[src/rtl/xcs_pkg.sv]
// Shared constants, types and helpers for the XOR checksum line checker.
package xcs_pkg;

    localparam logic [7:0] CHAR_EOL  = 8'h00;
    localparam logic [7:0] CHAR_STAR = 8'h2A;
    localparam logic [7:0] CHAR_0    = 8'h30;
    localparam logic [7:0] CHAR_9    = 8'h39;
    localparam logic [7:0] CHAR_A    = 8'h41;
    localparam logic [7:0] CHAR_F    = 8'h46;
    localparam logic [7:0] HEX_A_VAL = 8'd10;

    typedef enum logic [1:0] {
        ST_OK       = 2'd0,
        ST_NONE     = 2'd1,
        ST_MISMATCH = 2'd2,
        ST_SYNTAX   = 2'd3
    } status_t;

    typedef struct packed {
        status_t    status;
        logic [7:0] checksum;
    } result_t;

    typedef struct packed {
        logic       ok;
        logic [3:0] nibble;
    } hex_t;

    // Uppercase hex digit decode; ok low for anything else.
    function automatic hex_t hex_decode(input logic [7:0] ch);
        hex_t       h;
        logic [7:0] diff;
        h = '0;
        diff = '0;
        if (ch >= CHAR_0 && ch <= CHAR_9) begin
            diff = ch - CHAR_0;
            h.ok = 1'b1;
            h.nibble = diff[3:0];
        end else if (ch >= CHAR_A && ch <= CHAR_F) begin
            diff = ch - CHAR_A + HEX_A_VAL;
            h.ok = 1'b1;
            h.nibble = diff[3:0];
        end
        return h;
    endfunction

endpackage

[src/rtl/xcs_core.sv]
// Line parser state machine: XOR accumulator, checksum digits and status.
module xcs_core (
    input  logic             aclk,
    input  logic             aresetn,
    input  logic             step_en,
    input  logic [7:0]       char_in,
    output xcs_pkg::result_t result
);

    typedef enum logic [2:0] {
        PH_SKIP    = 3'd0,
        PH_PAYLOAD = 3'd1,
        PH_HEX1    = 3'd2,
        PH_HEX2    = 3'd3,
        PH_END     = 3'd4,
        PH_ERROR   = 3'd5
    } phase_t;

    phase_t        phase_reg;
    logic [7:0]    xor_reg;
    logic [3:0]    hi_reg;
    logic [7:0]    rx_reg;
    xcs_pkg::hex_t hex;

    assign hex = xcs_pkg::hex_decode(char_in);

    // Result seen by the terminator, from the state before it.
    always_comb begin
        result.checksum = xor_reg;
        unique case (phase_reg) inside
            PH_SKIP, PH_PAYLOAD: result.status = xcs_pkg::ST_NONE;
            PH_END: result.status = (xor_reg == rx_reg) ? xcs_pkg::ST_OK
                                                        : xcs_pkg::ST_MISMATCH;
            default: result.status = xcs_pkg::ST_SYNTAX;
        endcase
    end

    always_ff @(posedge aclk) begin
        if (!aresetn) begin
            phase_reg <= PH_SKIP;
            xor_reg   <= '0;
            hi_reg    <= '0;
            rx_reg    <= '0;
        end else if (step_en) begin
            if (char_in == xcs_pkg::CHAR_EOL) begin
                phase_reg <= PH_SKIP;
                xor_reg   <= '0;
                hi_reg    <= '0;
                rx_reg    <= '0;
            end else begin
                unique case (phase_reg)
                    PH_SKIP: phase_reg <= PH_PAYLOAD;
                    PH_PAYLOAD: begin
                        if (char_in == xcs_pkg::CHAR_STAR) begin
                            phase_reg <= PH_HEX1;
                        end else begin
                            xor_reg <= xor_reg ^ char_in;
                        end
                    end
                    PH_HEX1: begin
                        if (hex.ok) begin
                            hi_reg    <= hex.nibble;
                            phase_reg <= PH_HEX2;
                        end else begin
                            phase_reg <= PH_ERROR;
                        end
                    end
                    PH_HEX2: begin
                        if (hex.ok) begin
                            rx_reg    <= {hi_reg, hex.nibble};
                            phase_reg <= PH_END;
                        end else begin
                            phase_reg <= PH_ERROR;
                        end
                    end
                    default: phase_reg <= PH_ERROR;
                endcase
            end
        end
    end

endmodule

[config.mk]
export PLATFORM = sky130hd
export DESIGN_NAME = xcs_core
export DESIGN_NICKNAME = d
export VERILOG_FILES = /design/src/rtl/xcs_pkg.sv /design/src/rtl/xcs_core.sv
export SDC_FILE = /design/constraint.sdc
export NUM_CORES = 1
export LEC_CHECK = 0
export ABC_AREA = 1
export BUFFER_PORTS_ARGS = -buffer_cell sky130_fd_sc_hd__buf_4
export CAP_MARGIN = 25
export CORE_MARGIN = 8
export CORE_UTILIZATION = 51
export DETAILED_ROUTE_END_ITERATION = 6
export PLACE_DENSITY = 0.75
export SLEW_MARGIN = 20
export SYNTH_ARGS = -nofsm -noshare
export SYNTH_HDL_FRONTEND = slang
export SYNTH_SLANG_ARGS = --single-unit
[constraint.sdc]
create_clock -name aclk -period 1.3 [get_ports aclk]
set_input_delay 0.065 -clock aclk [delete_from_list [all_inputs] [get_ports aclk]]
set_output_delay 0.065 -clock aclk [all_outputs]
set_load 0.03 [all_outputs]
**Word-level counts from Yosys, hierarchy flattened**

Cells that the tools add are included.

- Bitwise logic cells: 1
- $add $sub $neg: 3
- Reductions and logical operators: 13
- Mux-type cells: 18
- Equal/unequal tests: 8
- Order comparisons: 4

Operator list:

| kind | number |
|---|---|
| 2-to-1 mux 8 bit | 6 |
| 2-to-1 mux 4 bit | 3 |
| case mux 3 bit (4 select lines) | 1 |
| 2-to-1 mux 5 bit | 2 |
| 2-to-1 mux 3 bit | 3 |
| AND reduction 3 bit | 3 |
| equality test 8 x 6 -> 1 bit, second input constant | 1 |
| equality test 8 bit | 1 |
| >= comparator 8 x 6 -> 1 bit, second input constant | 1 |
| >= comparator 8 x 7 -> 1 bit, second input constant | 1 |
| <= comparator 8 x 6 -> 1 bit, second input constant | 1 |
| <= comparator 8 x 7 -> 1 bit, second input constant | 1 |
| zero test 8 bit | 1 |
| nonzero test 2 bit | 4 |
| subtractor 4 x 1 -> 4 bit, second input constant | 2 |
| bitwise XOR 8 bit | 1 |
| equality test 3 x 2 -> 1 bit, second input constant | 2 |
| adder 4 bit, second input constant | 1 |
| case mux 2 bit (2 select lines) | 1 |
| equality test 3 x 1 -> 1 bit, second input constant | 1 |
| equality test 3 bit, second input constant | 1 |
| zero test 3 bit | 1 |
| != test 3 x 1 -> 1 bit, second input constant | 1 |
| logical AND 1 bit | 2 |
| other kinds (5) | 5 |

- Word-level logic and storage cells: 51
- Bits of input ports: 11
- Output and inout port bits: 10
- Bits in registers: 23

**Depth between registers and ports, before layout**

- Word-level depth: 7
- Gate-level depth with buffers: 12
- Depth with buffers taken out: 12

**Worst setup path after synthesis**

Ideal clock, no wire load.

- Kind: register to output
- From: reg phase_reg[1]
- To: out result[9] (netlist bit)
- Arrival: 1,392 ps
- Stages on the path, launching flop included: 5
- Slack: -157 ps
- Path through: dfxtp_1 -> inv_1 -> nand3_1 -> nor3_1 -> a31oi_1

RTL lines:

| element | line | RTL |
|---|---|---|
| start, declared | xcs_core.sv:19 | `phase_t phase_reg;` |
| start signal, assigned | xcs_core.sv:40 | `phase_reg <= PH_SKIP;` |
| start signal, assigned | xcs_core.sv:46 | `phase_reg <= PH_SKIP;` |
| start signal, assigned | xcs_core.sv:52 | `PH_SKIP: phase_reg <= PH_PAYLOAD;` |
| end, declared | xcs_core.sv:7 | `output xcs_pkg::result_t result` |

==> results.tsv <==
stage	metric	value	unit
status	status	complete, but fails checks	
status	violations	setup timing	
synth	synthTopCellsByArea	dfxtp_1, nand2_1, xor2_1	
synth	synth-edff-count	0	
grt	grt_pass1_vias	1483	
synth	synthArstFlopShare	0	%
finish	fin_nets	284	
worst_setup_path	rr_worst_depth	9	
finish	area_delta_synth_final	38.5	%
worst_setup_path	crit_end	result[9]	
route	drc	0	
route	vias_per_cell	5.13	
power_and_ir_drop	peakVddDrop	0.000833	V
worst_setup_path	reg2reg_slack	0.02	ns
synth	synth.distinct_cells	29	
power_and_ir_drop	p_total	0.00150	W
worst_hold_path	hold_path_depth	3	
worst_setup_path	startpoint	phase_reg[1]	
clock_network	cts.reportedPaths.clkPinSlew	0.14	ns
sta	rsz0062_at_grt	yes	
clock_network	cts_hold_buf	0	
route	top_layer_used	met4	
route	wl	4.08	mm
place	hpwlAfterDp	3.01	mm
worst_setup_path	crit_path_start_kind	flop	
synth	syn-cell-area	0.00151	mm^2
sta	post-route-min-period	1.48	ns
route	wire_per_inst	13.7	um
clock_network	cts_made_buffers	3	
floorplan	row_count	19	
place	placed_cells	289	
sta	fin_skew	0.0165	ns
clock_network	cts_sinks	23	
floorplan	ios	21	
sta	whs	0.00417	ns
floorplan	dieWidth	70.4	um
route	num_vias	1530	
synth	ys_seq_area_share	30.6	%
floorplan	die_y	70.4	um
worst_setup_path	critPathMaxFanout	4	
grt	track_usage	15.9	%
route	drt_pass1_iterations	4	
worst_setup_path	critPathSlowestCell	dfxtp_2	
sta	fin_ws	-0.176	ns
place	io_buffers	20	
place	gp_congestion	0.908	
worst_setup_path	timing_worst_setup_path_type	reg -> out	
worst_hold_path	holdCritPathClass	in -> reg	
grt	grt_pass1_wl	6.68	mm
clock_network	clockRootBuffer	clkbuf_4	
finish	antenna_cells	0	
worst_setup_path	timing.rr.end	xor_reg[5]	
floorplan	initial_utilization	54.2	%
route	first_iter_violations	107	
sta	slew_violations	0	
clock_network	cts_tree	yes	
worst_setup_path	endpoint_kind	output pin	
grt	grt_max_degree	17	
synth	synthFlopType	dfxtp_1	
synth	ys_ff_latch	23	
power_and_ir_drop	power_density	718	mW/mm^2
worst_setup_path	crit_arrival	1.41	ns
floorplan	dieArea	0.00495	mm^2
finish	final.fill_count	224	
synth	synth.most_common_cell	nand2_1	
run	drv_cap	0	
power_and_ir_drop	p_leak	1.03	nW
route	wl_met1	1.86	mm
synth	synth_commonest_cells	nand2_1, dfxtp_1, inv_1, nand3_1	
worst_setup_path	crit_chain	inv_2 -> buf_4 -> nand3_2 -> nor3_2 -> a31oi_2 -> buf_6	
finish	drive_gt1_share	41.6	%
route	postRouteAntennaNets	0	
floorplan	core-area	0.00278	mm^2
worst_setup_path	r2r_start	phase_reg[2]	
worst_setup_path	slowest_delay	0.35	ns
route	routed-wl-met3	153	um
sta	hold_viol_final	0	
synth	yosysTopAreaCell	dfxtp_1	
sta	relSlewSlack	68.2	%
clock_network	cts_buffer_depth	2	
grt	grt_remaining_overflow	0	
clock_network	clock_latency	0.33	ns
grt	antenna_found_initial	0	
sta	tightest_slew	0.476	ns
finish	stdcell_count	298	
clock_network	h-tree-depth	1	
synth	netlist_instances	212	
sta	fin_crit_sh	114	%
synth	synth_top_area_share	30.6	%
route	wl_met2	2.00	mm
synth	yosysWarnings	0	
synth	avgSynthCellArea	7.11	um^2
sta	max_freq	677	MHz
worst_setup_path	cp.required	1.24	ns
synth	synth_nets	228	
sta	setup_violations	1	
==> cell families (layout without fill, tap and decap cells) <==
logic type | after synthesis | count (layout) | share of synthesized area [%]
simple gates | 111 | 112 | 37.9
buf+inv | 31 | 85 | 8.80
compound gates | 28 | 28 | 10.5
flops | 23 | 23 | 30.6
xor+xnor | 14 | 14 | 8.14
fa+ha+maj | 5 | 5 | 4.15
==> layout make-up <==
cell class,count,area (um^2),area share (%)
Timing Repair Buffer,56,432,20.7
Sequential cell,23,477,22.9
Tap cell,31,38.8,1.86
Clock buffer,4,26.3,1.26
Multi-Input combinational cell,159,1010,48.6
Inverter,25,98.8,4.74
==> worst max-delay path, delay by kind of cell, from the launching register on <==
| family | cells | cell delay [ns] |
|---|---|---|
| buf+inv | 3 | 0.42 |
| simple gates | 2 | 0.20 |
| compound gates | 1 | 0.11 |
| flops | 1 | 0.35 |
==> worst min path at each step <==
stage / from / end / slack, ns
finish: aresetn / phase_reg[2] / 0.004
CTS: aresetn / hi_reg[2] / 0.02
floorplan: char_in[0] / rx_reg[0] / 0.27
detailed placement: aresetn / hi_reg[3] / 0.36
global route: aresetn / phase_reg[2] / 0.02
global placement: aresetn / hi_reg[3] / 0.36
==> metal layers <==
metal | GRT usage [%] | vias up
li1 | - | 801
met4 | 4.02 | 0
met3 | 4.10 | 5
met2 | 26.5 | 24
met5 | 0 | -
met1 | 19.8 | 700
==> power by group <==
part / leakage, nW / total, W / switching, W / internal, W
clock: 0.0150 / 0.000351 / 0.000230 / 0.000121
combinational: 0.824 / 0.000401 / 0.000229 / 0.000171
sequential: 0.191 / 0.000746 / 0.0000231 / 0.000723
==> timing repair <==
| item | in CTS | in global routing |
|---|---|---|
| gates resized for setup | 18 | 23 |
| cloned | 0 | 1 |
| setup buffers | 2 | 2 |
| pin swaps | 3 | 7 |
| endpoints found under the setup margin | 16 | 21 |
==> metrics by stage <==
stage | utilization, % | setup slack [ns] | setup TNS [ns] | instance area (um^2)
after CTS | 71.7 | -0.133 | -0.133 | 1990
after floorplan | - | 0.0231 | 0 | 1520
after global placement | 68.6 | -0.0620 | -0.203 | 1910
after global routing | 75.0 | -0.259 | -0.497 | 2090
after detailed placement | 68.6 | -0.0904 | -0.866 | 1910
final | 75.0 | -0.176 | -0.176 | 2090
==> placed cells by master (no fill, tap or decap), types with 5 or more instances in the layout <==
cell type  Yosys  layout
dfxtp_1       23      14
a21oi_1       18      18
dfxtp_2        0       7
nand2_1       43      38
nand2_4        4       5
inv_2          4       7
xor2_1        14      13
nand4_1       13      13
buf_4          2      53
nand3_2        3       5
nor2_1        18      17
ha_1           5       5
nand2_2        2       7
nand3_1       19      16
inv_1         21      16
No activity file was read; power rests on OpenSTA's default activity.
